File: src/design/bpdc_pkg.sv
// Shared types, constants and register indexes for the button press duration classifier.
`timescale 1ns / 1ps

package bpdc_pkg;

   // Width of the held-duration counter.
   localparam int CountWidth    = 16;
   localparam int PeriodWidth   = 8;
   localparam int ThreshWidth   = 16;
   localparam int CsrDataWidth  = 16;
   localparam int CsrIndexWidth = 2;
   localparam int CmpWidth      = (CountWidth > ThreshWidth) ? CountWidth : ThreshWidth;

   typedef logic [CountWidth-1:0]    count_type;
   typedef logic [PeriodWidth-1:0]   period_type;
   typedef logic [ThreshWidth-1:0]   thresh_type;
   typedef logic [CsrDataWidth-1:0]  csr_data_type;
   typedef logic [CsrIndexWidth-1:0] csr_index_type;
   typedef logic [1:0]               press_type;

   // Press classes; also used as the event codes on the result channel.
   localparam press_type ClassIdle   = 2'd0;
   localparam press_type ClassShort  = 2'd1;
   localparam press_type ClassMedium = 2'd2;
   localparam press_type ClassLong   = 2'd3;

   // Register indexes.
   localparam csr_index_type CsrSamplePeriod    = 2'd0;
   localparam csr_index_type CsrMediumThreshold = 2'd1;
   localparam csr_index_type CsrLongThreshold   = 2'd2;

   // Register reset values.
   localparam period_type ResetSamplePeriod    = 8'd5;
   localparam thresh_type ResetMediumThreshold = 16'd500;
   localparam thresh_type ResetLongThreshold   = 16'd1000;

   // One result word on its way to the output buffer.
   typedef struct packed {
      logic      valid;
      press_type press_event;
   } result_type;

endpackage

File: src/design/bpdc_core.sv
// Configuration registers, sample counter, duration counter and press state machine.
`timescale 1ns / 1ps

module bpdc_core
   import bpdc_pkg::*;
(
   input  logic          clock,
   input  logic          reset,
   input  logic          csr_wr_en,
   input  csr_index_type csr_index,
   input  csr_data_type  csr_wr_data,
   input  logic          accept,
   input  logic          pin_level,
   output result_type    result
);

   period_type sample_period_ff;
   thresh_type medium_threshold_ff;
   thresh_type long_threshold_ff;

   period_type sample_count_ff, sample_count_in;
   count_type  held_ticks_ff, held_ticks_in;
   press_type  press_class_ff, press_class_in;

   logic       pressed;
   logic       examine;
   period_type last_count;
   count_type  held_next;
   press_type  press_event;
   logic       reach_medium;
   logic       reach_long;

   always_ff @(posedge clock) begin
      if (reset) begin
         sample_period_ff    <= ResetSamplePeriod;
         medium_threshold_ff <= ResetMediumThreshold;
         long_threshold_ff   <= ResetLongThreshold;
      end else if (csr_wr_en) begin
         unique case (csr_index)
            CsrSamplePeriod:    sample_period_ff    <= csr_wr_data[PeriodWidth-1:0];
            CsrMediumThreshold: medium_threshold_ff <= csr_wr_data[ThreshWidth-1:0];
            CsrLongThreshold:   long_threshold_ff   <= csr_wr_data[ThreshWidth-1:0];
            default: ;
         endcase
      end
   end

   assign pressed    = ~pin_level;
   // A period of zero wraps to 255, so the pin is then examined every 256 ticks.
   assign last_count = sample_period_ff - PeriodWidth'(1);
   assign examine    = (sample_count_ff == last_count);
   assign held_next  = (held_ticks_ff == {CountWidth{1'b1}}) ? held_ticks_ff
                                                              : held_ticks_ff + CountWidth'(1);
   assign reach_medium = CmpWidth'(held_next) >= CmpWidth'(medium_threshold_ff);
   assign reach_long   = CmpWidth'(held_next) >= CmpWidth'(long_threshold_ff);

   always_comb begin
      sample_count_in = examine ? '0 : sample_count_ff + PeriodWidth'(1);
      held_ticks_in   = held_next;
      press_class_in  = press_class_ff;
      press_event     = ClassIdle;
      if (examine) begin
         unique case (press_class_ff)
            ClassIdle: begin
               if (pressed) begin
                  press_class_in = ClassShort;
                  held_ticks_in  = '0;
               end
            end
            ClassShort: begin
               if (!pressed) begin
                  press_class_in = ClassIdle;
                  press_event    = ClassShort;
               end else if (reach_medium) begin
                  press_class_in = ClassMedium;
               end
            end
            ClassMedium: begin
               if (!pressed) begin
                  press_class_in = ClassIdle;
                  press_event    = ClassMedium;
               end else if (reach_long) begin
                  press_class_in = ClassLong;
               end
            end
            default: begin
               if (!pressed) begin
                  press_class_in = ClassIdle;
                  press_event    = ClassLong;
               end
            end
         endcase
      end
   end

   always_ff @(posedge clock) begin
      if (reset) begin
         sample_count_ff <= '0;
         held_ticks_ff   <= '0;
         press_class_ff  <= ClassIdle;
      end else if (accept) begin
         sample_count_ff <= sample_count_in;
         held_ticks_ff   <= held_ticks_in;
         press_class_ff  <= press_class_in;
      end
   end

   assign result.valid       = accept;
   assign result.press_event = press_event;

   // Off the sample tick no event may come out.
   a_no_event_between_samples: assert property (@(posedge clock) disable iff (reset)
      (accept && !examine) |-> (press_event == ClassIdle))
      else $error("event reported on a tick that does not examine the pin");

   // A reported release always returns the machine to idle.
   a_event_returns_idle: assert property (@(posedge clock) disable iff (reset)
      (accept && press_event != ClassIdle) |=> (press_class_ff == ClassIdle))
      else $error("state not idle after a release event");

   // The held counter never wraps back to zero except on a new press.
   a_held_saturates: assert property (@(posedge clock) disable iff (reset)
      (accept && held_ticks_ff == {CountWidth{1'b1}} && press_class_ff != ClassIdle)
      |=> (held_ticks_ff == {CountWidth{1'b1}}))
      else $error("held counter wrapped during a press");

endmodule

File: src/design/bpdc_outbuf.sv
// Two-entry output buffer that lets a new word in while a result waits.
`timescale 1ns / 1ps

module bpdc_outbuf
   import bpdc_pkg::*;
(
   input  logic       clock,
   input  logic       reset,
   input  result_type result,
   output logic       full,
   output logic       rsp_valid,
   input  logic       rsp_stall,
   output press_type  rsp_press_event
);

   logic      out_valid_ff, out_valid_in;
   logic      skid_valid_ff, skid_valid_in;
   press_type out_data_ff, out_data_in;
   press_type skid_data_ff;
   logic      out_take;
   logic      out_free;

   assign out_take = out_valid_ff && !rsp_stall;
   assign out_free = !out_valid_ff || out_take;

   always_comb begin
      out_valid_in  = out_valid_ff;
      skid_valid_in = skid_valid_ff;
      out_data_in   = out_data_ff;
      if (out_free) begin
         out_valid_in  = skid_valid_ff || result.valid;
         out_data_in   = skid_valid_ff ? skid_data_ff : result.press_event;
         skid_valid_in = 1'b0;
      end else if (result.valid) begin
         // The output word is stalled: park the new word in the skid entry.
         skid_valid_in = 1'b1;
      end
   end

   always_ff @(posedge clock) begin
      if (reset) begin
         out_valid_ff  <= 1'b0;
         skid_valid_ff <= 1'b0;
      end else begin
         out_valid_ff  <= out_valid_in;
         skid_valid_ff <= skid_valid_in;
      end
   end

   always_ff @(posedge clock) begin
      out_data_ff <= out_data_in;
      if (!out_free && result.valid) begin
         skid_data_ff <= result.press_event;
      end
   end

   assign full            = skid_valid_ff;
   assign rsp_valid       = out_valid_ff;
   assign rsp_press_event = out_data_ff;

   a_skid_behind_out: assert property (@(posedge clock) disable iff (reset)
      skid_valid_ff |-> out_valid_ff)
      else $error("skid entry holds a word while the output is empty");

   a_no_write_when_full: assert property (@(posedge clock) disable iff (reset)
      skid_valid_ff |-> !result.valid)
      else $error("word written while the buffer is full");

   a_skid_drains: assert property (@(posedge clock) disable iff (reset)
      (skid_valid_ff && out_take) |=> (out_valid_ff && !skid_valid_ff))
      else $error("skid word lost or not moved forward");

endmodule

File: src/design/button_press_duration_classifier.sv
// Top level of the button press duration classifier.
`timescale 1ns / 1ps

// Usage: each word on the req_ channel is one tick carrying the raw,
// active-low pin level. Every accepted tick yields exactly one word on the
// rsp_ channel: 0 for none, or the class (short, medium, long) of a press
// that was released at this debounce sample.
// The pin is examined every sample_period ticks; the held-duration counter
// runs on every accepted tick and saturates.
// The result word is registered in the output buffer before rsp_valid.
// Throughput is one tick per cycle while req_stall is low: the state update
// is a single pass of logic between the state registers and the output register.
// A two-entry output buffer decouples the channels; req_stall rises only when
// the result word is stalled and a second word is already parked behind it,
// and it is driven straight from a register.
// A stalled result word holds its value until taken.
// Reset (synchronous, active high) loads the register defaults (period 5,
// thresholds 500 and 1000), clears the counters, returns the press machine to
// idle and empties the output buffer. The user writes registers through csr_
// only while the block is idle (not enforced by it); unused-index writes are ignored.

module button_press_duration_classifier
   import bpdc_pkg::*;
(
   input  logic          clock,
   input  logic          reset,
   input  logic          csr_wr_en,
   input  csr_index_type csr_index,
   input  csr_data_type  csr_wr_data,
   input  logic          req_valid,
   output logic          req_stall,
   input  logic          req_pin_level,
   output logic          rsp_valid,
   input  logic          rsp_stall,
   output press_type     rsp_press_event
);

   logic       accept;
   logic       buf_full;
   result_type result;

   assign req_stall = buf_full;
   assign accept    = req_valid && !buf_full;

   bpdc_core u_core (
      .clock       (clock),
      .reset       (reset),
      .csr_wr_en   (csr_wr_en),
      .csr_index   (csr_index),
      .csr_wr_data (csr_wr_data),
      .accept      (accept),
      .pin_level   (req_pin_level),
      .result      (result)
   );

   bpdc_outbuf u_outbuf (
      .clock           (clock),
      .reset           (reset),
      .result          (result),
      .full            (buf_full),
      .rsp_valid       (rsp_valid),
      .rsp_stall       (rsp_stall),
      .rsp_press_event (rsp_press_event)
   );

endmodule
File: config.mk
export PLATFORM = sky130hd
export DESIGN_NAME = button_press_duration_classifier
export DESIGN_NICKNAME = d
export VERILOG_FILES = /design/src/design/bpdc_pkg.sv /design/src/design/bpdc_core.sv /design/src/design/bpdc_outbuf.sv /design/src/design/button_press_duration_classifier.sv
export SDC_FILE = /design/constraint.sdc
export NUM_CORES = 1
export LEC_CHECK = 0
export BUFFER_PORTS_ARGS = -buffer_cell sky130_fd_sc_hd__buf_2
export CORE_MARGIN = 4
export CORE_UTILIZATION = 65
export CTS_CLUSTER_SIZE = 40
export DETAILED_ROUTE_END_ITERATION = 10
export HOLD_SLACK_MARGIN = 0.02
export PLACE_DENSITY = 0.95
export SLEW_MARGIN = 20
export SYNTH_ARGS = -nofsm -noshare
export SYNTH_HDL_FRONTEND = slang
export SYNTH_HIERARCHICAL = 1
export SYNTH_SLANG_ARGS = --single-unit
File: constraint.sdc
create_clock -name clock -period 4.9 [get_ports clock]
set_input_delay 0.245 -clock clock [delete_from_list [all_inputs] [get_ports clock]]
set_output_delay 0.245 -clock clock [all_outputs]
set_load 0.01 [all_outputs]
==> results of run 1 <==
## routing by layer
metal	up-vias	wire length, um	track usage
met5	-	0	0
met4	0	253	0.102
met3	27	701	0.0677
met2	155	4550	0.442
met1	1719	4390	0.352
li1	1763	-	-
## worst register-to-register path: stages, from the launching register on
cell and delay (ns):
dfxtp_1 0.42, ha_1 0.19, and2_1 0.19, and4_1 0.24, nand3_1 0.40, nand2_1 0.22, xnor2_1 0.21, ha_1 0.31
a211oi_1 0.23, o21ai_0 0.12, a221oi_1 0.43, o311ai_0 0.19, o2111a_1 0.28, mux2i_1 0.11
## metrics by stage
stage | power [mW] | hold WS (ns) | area [um2] | cells
detailed placement | 0.770 | 0.450 | 4300 | 573
global route | 1.32 | 0.130 | 4520 | 589
CTS | 1.28 | 0.126 | 4520 | 589
global placement | 0.761 | 0.444 | 4300 | 573
floorplan | 0.729 | 0.314 | 4150 | 489
finish | 1.27 | 0.137 | 4520 | 589
## kinds of logic after synthesis
logic type,Yosys count,synth area share
simple gates,180,0.217
compound gates,109,0.182
flops,72,0.357
buf+inv,55,0.0549
fa+ha+maj,35,0.106
xor+xnor,28,0.0591
mux,10,0.0250
## power groups by stage
stage / combinational, mW / sequential, mW / clock [mW]
floorplan: 0.0955 / 0.633 / 0
detailed placement: 0.133 / 0.637 / 0
global route: 0.152 / 0.626 / 0.546
finish: 0.136 / 0.624 / 0.512
CTS: 0.135 / 0.624 / 0.521
global placement: 0.126 / 0.636 / 0
## layout make-up
type	count	area, um2
well taps	75	93.8
clock buffers	11	163
repair buffers	29	150
clock inverters	5	61.3
fillers	405	1540
multi-input cells	362	2440
inverters	35	131
flip-flops and latches	72	1480
## synthesized netlist by cell type (2+ instances only)
master | instances | share of area
mux2_2 | 3 | 0.0081
edfxtp_1 | 4 | 0.029
nand2b_1 | 6 | 0.0090
a21o_1 | 7 | 0.013
and2_1 | 5 | 0.0075
and4_1 | 4 | 0.0084
a211oi_1 | 4 | 0.0072
dfxtp_1 | 68 | 0.33
a21oi_1 | 41 | 0.049
o211ai_1 | 18 | 0.033
and3b_1 | 3 | 0.0063
a22o_1 | 10 | 0.021
xor2_1 | 12 | 0.025
nor2_1 | 29 | 0.026
a31oi_1 | 2 | 0.0030
ha_1 | 35 | 0.11
a211o_1 | 2 | 0.0042
nand4_1 | 9 | 0.014
o21ai_0 | 6 | 0.0072
or3_1 | 2 | 0.0030
buf_1 | 2 | 0.0018
xnor2_1 | 16 | 0.034
nor2b_1 | 7 | 0.011
nor3_1 | 6 | 0.0072
a221o_1 | 3 | 0.0072
and3_1 | 11 | 0.017
nand2_1 | 77 | 0.070
buf_6 | 2 | 0.0054
nand3_1 | 8 | 0.0097
clkbuf_1 | 13 | 0.012
o21bai_1 | 2 | 0.0036
nor3b_1 | 2 | 0.0036
nand3b_1 | 3 | 0.0054
mux2i_1 | 7 | 0.017
inv_1 | 34 | 0.031
## flip-flops by register name (all words and copies together) (netlist names)
signal,cells
u_core/medium_threshold_ff,16
u_core/sample_period_ff,8
u_outbuf/rsp_valid,1
u_core/long_threshold_ff,16
u_outbuf/skid_data_ff,2
u_core/held_ticks_ff,16
u_outbuf/full,1
u_core/sample_count_ff,8
u_core/press_class_ff,2
u_outbuf/rsp_press_event,2
## cell usage in the layout (no fill, tap or decap), types with 4 or more instances in the layout
master,count
nand2_1,77
dfxtp_1,68
a21oi_1,41
ha_1,35
inv_1,34
nor2_1,29
buf_2,27
o211ai_1,18
xnor2_1,16
xor2_1,12
and3_1,11
clkbuf_8,10
a22o_1,10
nand4_1,9
nand3_1,8
nor2b_1,7
a21o_1,7
mux2i_1,7
o21ai_0,6
nand2b_1,6
nor3_1,6
and2_1,5
and4_1,4
a211oi_1,4
edfxtp_1,4
## final timing paths
kind	startpoint	end	slack, ns	depth (start not counted)
setup / recovery	u_core/held_ticks_ff[0]	u_core/press_class_ff[0]	1.25	13
setup reg to reg	u_core/held_ticks_ff[0]	u_core/press_class_ff[0]	1.25	13
hold reg to reg	u_core/medium_threshold_ff[10]	u_core/medium_threshold_ff[10]	0.46	2
hold / removal	csr_wr_data[11]	u_core/medium_threshold_ff[11]	0.14	3
==> reports/qor.csv, run 1 <==
metric;value;unit
outcome;complete, no violations;
peakVddDrop;0.275;mV
synth_area;4150;um2
fin_crit_sh;0.744;
gp_congestion;0.938;
layout-drive-gt1-share;0.107;
p_sw;0.328;mW
via_count;3664;
grt_usage;0.273;
grt_pass1_vias;3525;
internal_power;0.944;mW
setup-tns-final;0;ns
wirelength;9.89;mm
cts_buffers;9;
p_sw_frac;0.258;
critPathArrivalTime;3.89;ns
crit_path_cell_trace;ha_1, and2_1, and4_1, nand3_1, nand2_1, xnor2_1, ha_1, a211oi_1, o21ai_0, a221oi_1, o311ai_0, o2111a_1, mux2i_1;
setup_viol;0;
cts-resized-gates;0;
nets;568;
ioPinCount;28;
detail-route-antenna-nets;0;
routedWlPerCell;16.8;um
die_h;87.9;um
crit_path_max_fanout;15;
port_buffers;27;
fin_crit;3.65;ns
slew_headroom;0.298;
ys.flop_type;dfxtp_1;
via_per_inst;6.22;
synth_seq_area_share;0.357;
p_leak;1.98;nW
synth_edf_count;4;
area_growth;8.96;%
cts_num_sinks;72;
critPathLaunchType;flop;
hold_buffers;0;
end_kind;flop;
fin_util;0.746;
grt_start_max_net_pins;36;
start_util;0.685;
die_w;87.9;um
clock-skew-final;0.0102;ns
hold_viol;0;
antennaDiodeCount;0;
synth_seq_cells;72;
cts_max_level;3;
remaining_drc_errors;0;
drv_cap;0;
cpMostUsedCell;ha_1;
design.core.area;6060;um2
rows;28;
grt_pass1_wl;16.5;mm
crit_required;5.14;ns
crit_path_max_incr_delay;0.43;ns
tightest_slew;1.05;ns
post_cts_buffers;0;
syn_nets;548;
dieArea;7730;um2
place_ws;1.40;ns
max_freq;274;MHz
cp_num_buf_inv;0;
power_density;281;nW/um2
clk_pin_slew;0.08;ns
cp_slowest_cell;a221oi_1;
cts_tree;built;
clock_path_buffers;2;
antenna_found_initial;0;
syn_avg_cell_area;8.48;um2
pwr-share-clk;0.402;
rsz0062_at_grt;no;
postSynth.asyncResetShare;0;
drt-initial-drc-count;236;
finalMaxSlewViolations;0;
crit_family;compound AO/OA/AOI/OAI gates;
power.share.combinational;0.107;
yosysWarnings;6;
setup_ws;1.25;ns
crit_type;reg2reg;
hpwl;7.00;mm
cts_root_buf;clkbuf_8;
overflow;0;
seqPwrFrac;0.490;
detail_route.first_pass.iterations;4;
clk_latency;0.35;ns
hp-class;in2reg;
synth.distinct_cells;61;
syn_inst;489;
(Power assumes the default switching activity.)
==> inputs of run 2 (changes only) <==
- CORE_UTILIZATION: 65 -> 55
- PLACE_DENSITY: 0.95 -> 0.86
- clock period: 4.9 -> 3 ns (I/O delays scaled with it)
==> reports/qor.csv, run 2 (synthesized netlist as in run 1, its figures left out) <==
metric;value;unit;change
fin_cells;656;;+11%
clock-skew-final;0.0123;ns;+0.00209 ns
rsz0062_at_grt;yes;;
antennaDiodeCount;0;;unchanged
hp-class;in2reg;;
cp_num_buf_inv;1;;+1
r2r_cells;13;;unchanged
final_common_cell;nand2_1;;
seqPwrFrac;0.474;;-0.016
cp_slowest_cell;dfxtp_4;;
p_leak;2.24;nW;+13%
routedWlPerCell;17.4;um;+3.7%
detail-route-antenna-nets;0;;unchanged
port_buffers;27;;unchanged
nets;611;;+7.6%
startpoint;u_core/held_ticks_ff[0];;
layout-drive-gt1-share;0.228;;+0.121
peakVddDrop;0.396;mV;+44%
hold_ws;0.0383;ns;-0.0991 ns
tightest_slew;0.995;ns;-0.0540 ns
fin_crit_sh;1.02;;+0.278
crit_type;reg2reg;;
grt_start_max_net_pins;35;;-2.8%
clk_latency;0.35;ns;about the same
crit_path_max_fanout;5;;-10
layout_common_cells;nand2_1, dfxtp_1, buf_4;;
crit_path_end;u_core/press_class_ff[0];;
overflow;0;;unchanged
ioPinCount;28;;unchanged
fin_crit;3.07;ns;-0.581 ns
gp_congestion;0.874;;-6.9%
cts_root_buf;clkbuf_8;;
top_regs;u_core/held_ticks_ff (16), u_core/long_threshold_ff (16), u_core/medium_threshold_ff (16);;
p_sw;0.539;mW;+64%
p_sw_frac;0.251;;-0.00702
via_per_inst;6.07;;-2.4%
setup_viol;1;;+1
grt_usage;0.255;;-0.0173
postLayoutCellArea;5030;um2;+11%
crit_path_cell_trace;ha_4, and2_4, and4_4, nand3_2, buf_6, mux2_4, ha_2, a211oi_2, o21ai_1, a221oi_1, o311ai_1, o2111a_1, mux2i_1;;
die_w;94.9;um;+7.9%
critPathLaunchType;flop;;
dp.cells;628;;+9.6%
r2r_end;u_core/press_class_ff[0];;
clock_path_buffers;2;;unchanged
cts_buffers;9;;unchanged
placed_cell_area;4560;um2;+6.1%
grt_util_met1;0.319;;-0.0328
failed_checks;negative setup slack;;
r2r_start;u_core/held_ticks_ff[0];;
crit_path_max_incr_delay;0.37;ns;-0.06 ns
wirelength;11.4;mm;+15%
detail_route.first_pass.iterations;5;;+1
drt-initial-drc-count;409;;+73%
via_count;3982;;+8.7%
crit_required;3.24;ns;-1.90 ns
cts_num_sinks;72;;unchanged
die_h;94.9;um;+7.9%
rows;31;;+11%
max_freq;326;MHz;+19%
slew_headroom;0.331;;+0.0335
power_density;427;nW/um2;+52%
finalMaxSlewViolations;0;;unchanged
critPathArrivalTime;3.31;ns;-0.58 ns
hpwl;7.36;mm;+5.2%
hold_viol;0;;unchanged
internal_power;1.61;mW;+71%
pwr-share-clk;0.408;;+0.006
power.share.combinational;0.118;;+0.011
area_growth;21.2;%;
crit_cells;13;;unchanged
clk_pin_slew;0.08;ns;about the same
use_met3;0.0518;;-0.0159
end_kind;flop;;
setup-tns-final;-0.0655;ns;-0.0655 ns
grt_pass1_wl;17.8;mm;+7.4%
r2r_setup_slack;-0.07;ns;-1.32 ns
use_met2;0.423;;-0.0184
drv_cap;0;;unchanged
setup_ws;-0.0655;ns;-1.32 ns
crit_family;compound AO/OA/AOI/OAI gates;;
grt_pass1_vias;3783;;+7.3%
grt.busiest_layer;met2;;
start_util;0.569;;-0.116
antenna_found_initial;0;;unchanged
design.core.area;7290;um2;+20%
cts_max_level;3;;unchanged
outcome;complete, but fails checks;;
fin_util;0.690;;-0.0563
remaining_drc_errors;0;;unchanged
cts_tree;built;;
dieArea;9000;um2;+16%
[run 2: changes by cell type in the layout (fill, tap and decap cells not counted), sizes merged]
cell / previous run / this run
clkinv: 4 / 2
bufinv: 1 / 2
clkbuf: 11 / 13
inv: 35 / 34
buf: 29 / 72
[run 2: worst reg2reg max path: stages, from the launching register on]
cell and delay (ns):
dfxtp_4 0.37, ha_4 0.13, and2_4 0.15, and4_4 0.21, nand3_2 0.14, buf_6 0.18
mux2_4 0.33, ha_2 0.20, a211oi_2 0.27, o21ai_1 0.13, a221oi_1 0.32, o311ai_1 0.13
o2111a_1 0.29, mux2i_1 0.12
[run 2: per-stage QoR]
step | total power [mW] | setup WS [ns]
2_1_floorplan | 1.19 | 0.0347
3_5_place_dp | 1.27 | -0.139
3_3_place_gp | 1.25 | 0.0145
6_report | 2.15 | -0.0655
5_1_grt | 2.22 | -0.187
4_1_cts | 2.14 | 0.00472
[run 2: worst min-delay path by stage]
stage / from / slack [ns] / to / depth (start not counted)
floorplan: reset / 0.22 / u_outbuf/rsp_valid / 1
finish: csr_wr_data[8] / 0.04 / u_core/long_threshold_ff[8] / 3
global route: csr_wr_data[8] / 0.04 / u_core/long_threshold_ff[8] / 3
detailed placement: csr_wr_data[8] / 0.39 / u_core/long_threshold_ff[8] / 3
global placement: csr_wr_data[8] / 0.39 / u_core/medium_threshold_ff[8] / 3
CTS: csr_wr_data[8] / 0.03 / u_core/long_threshold_ff[8] / 3
[run 2: power groups by stage]
stage | clock network [mW] | logic (mW) | registers (mW)
after floorplan | 0 | 0.156 | 1.03
after global placement | 0 | 0.215 | 1.04
after detailed placement | 0 | 0.227 | 1.04
after CTS | 0.883 | 0.242 | 1.02
after global routing | 0.922 | 0.275 | 1.02
final | 0.877 | 0.253 | 1.02
[run 2: per-layer routing]
| metal | wire (um) | vias to the layer above |
|---|---|---|
| li1 | - | 1846 |
| met1 | 4700 | 1885 |
| met2 | 5500 | 212 |
| met3 | 893 | 39 |
| met4 | 334 | 0 |
| met5 | 0 | - |
[run 2: what timing repair did]
item / in CTS / in global routing
setup buffers: 4 / 8
gates resized for setup: 21 / 21
endpoints found under the setup margin: 2 / 2
cloned: 0 / 0
hold buffers: 0 / 0
pin swaps: 10 / 19
[run 2: layout make-up]
class	count	area, um2
Multi-Input combinational cell	362	2580
Clock inverter	3	65.1
Sequential cell	72	1490
Inverter	35	131
Clock buffer	13	159
Fill cell	552	2260
Tap cell	99	124
Timing Repair Buffer	72	480
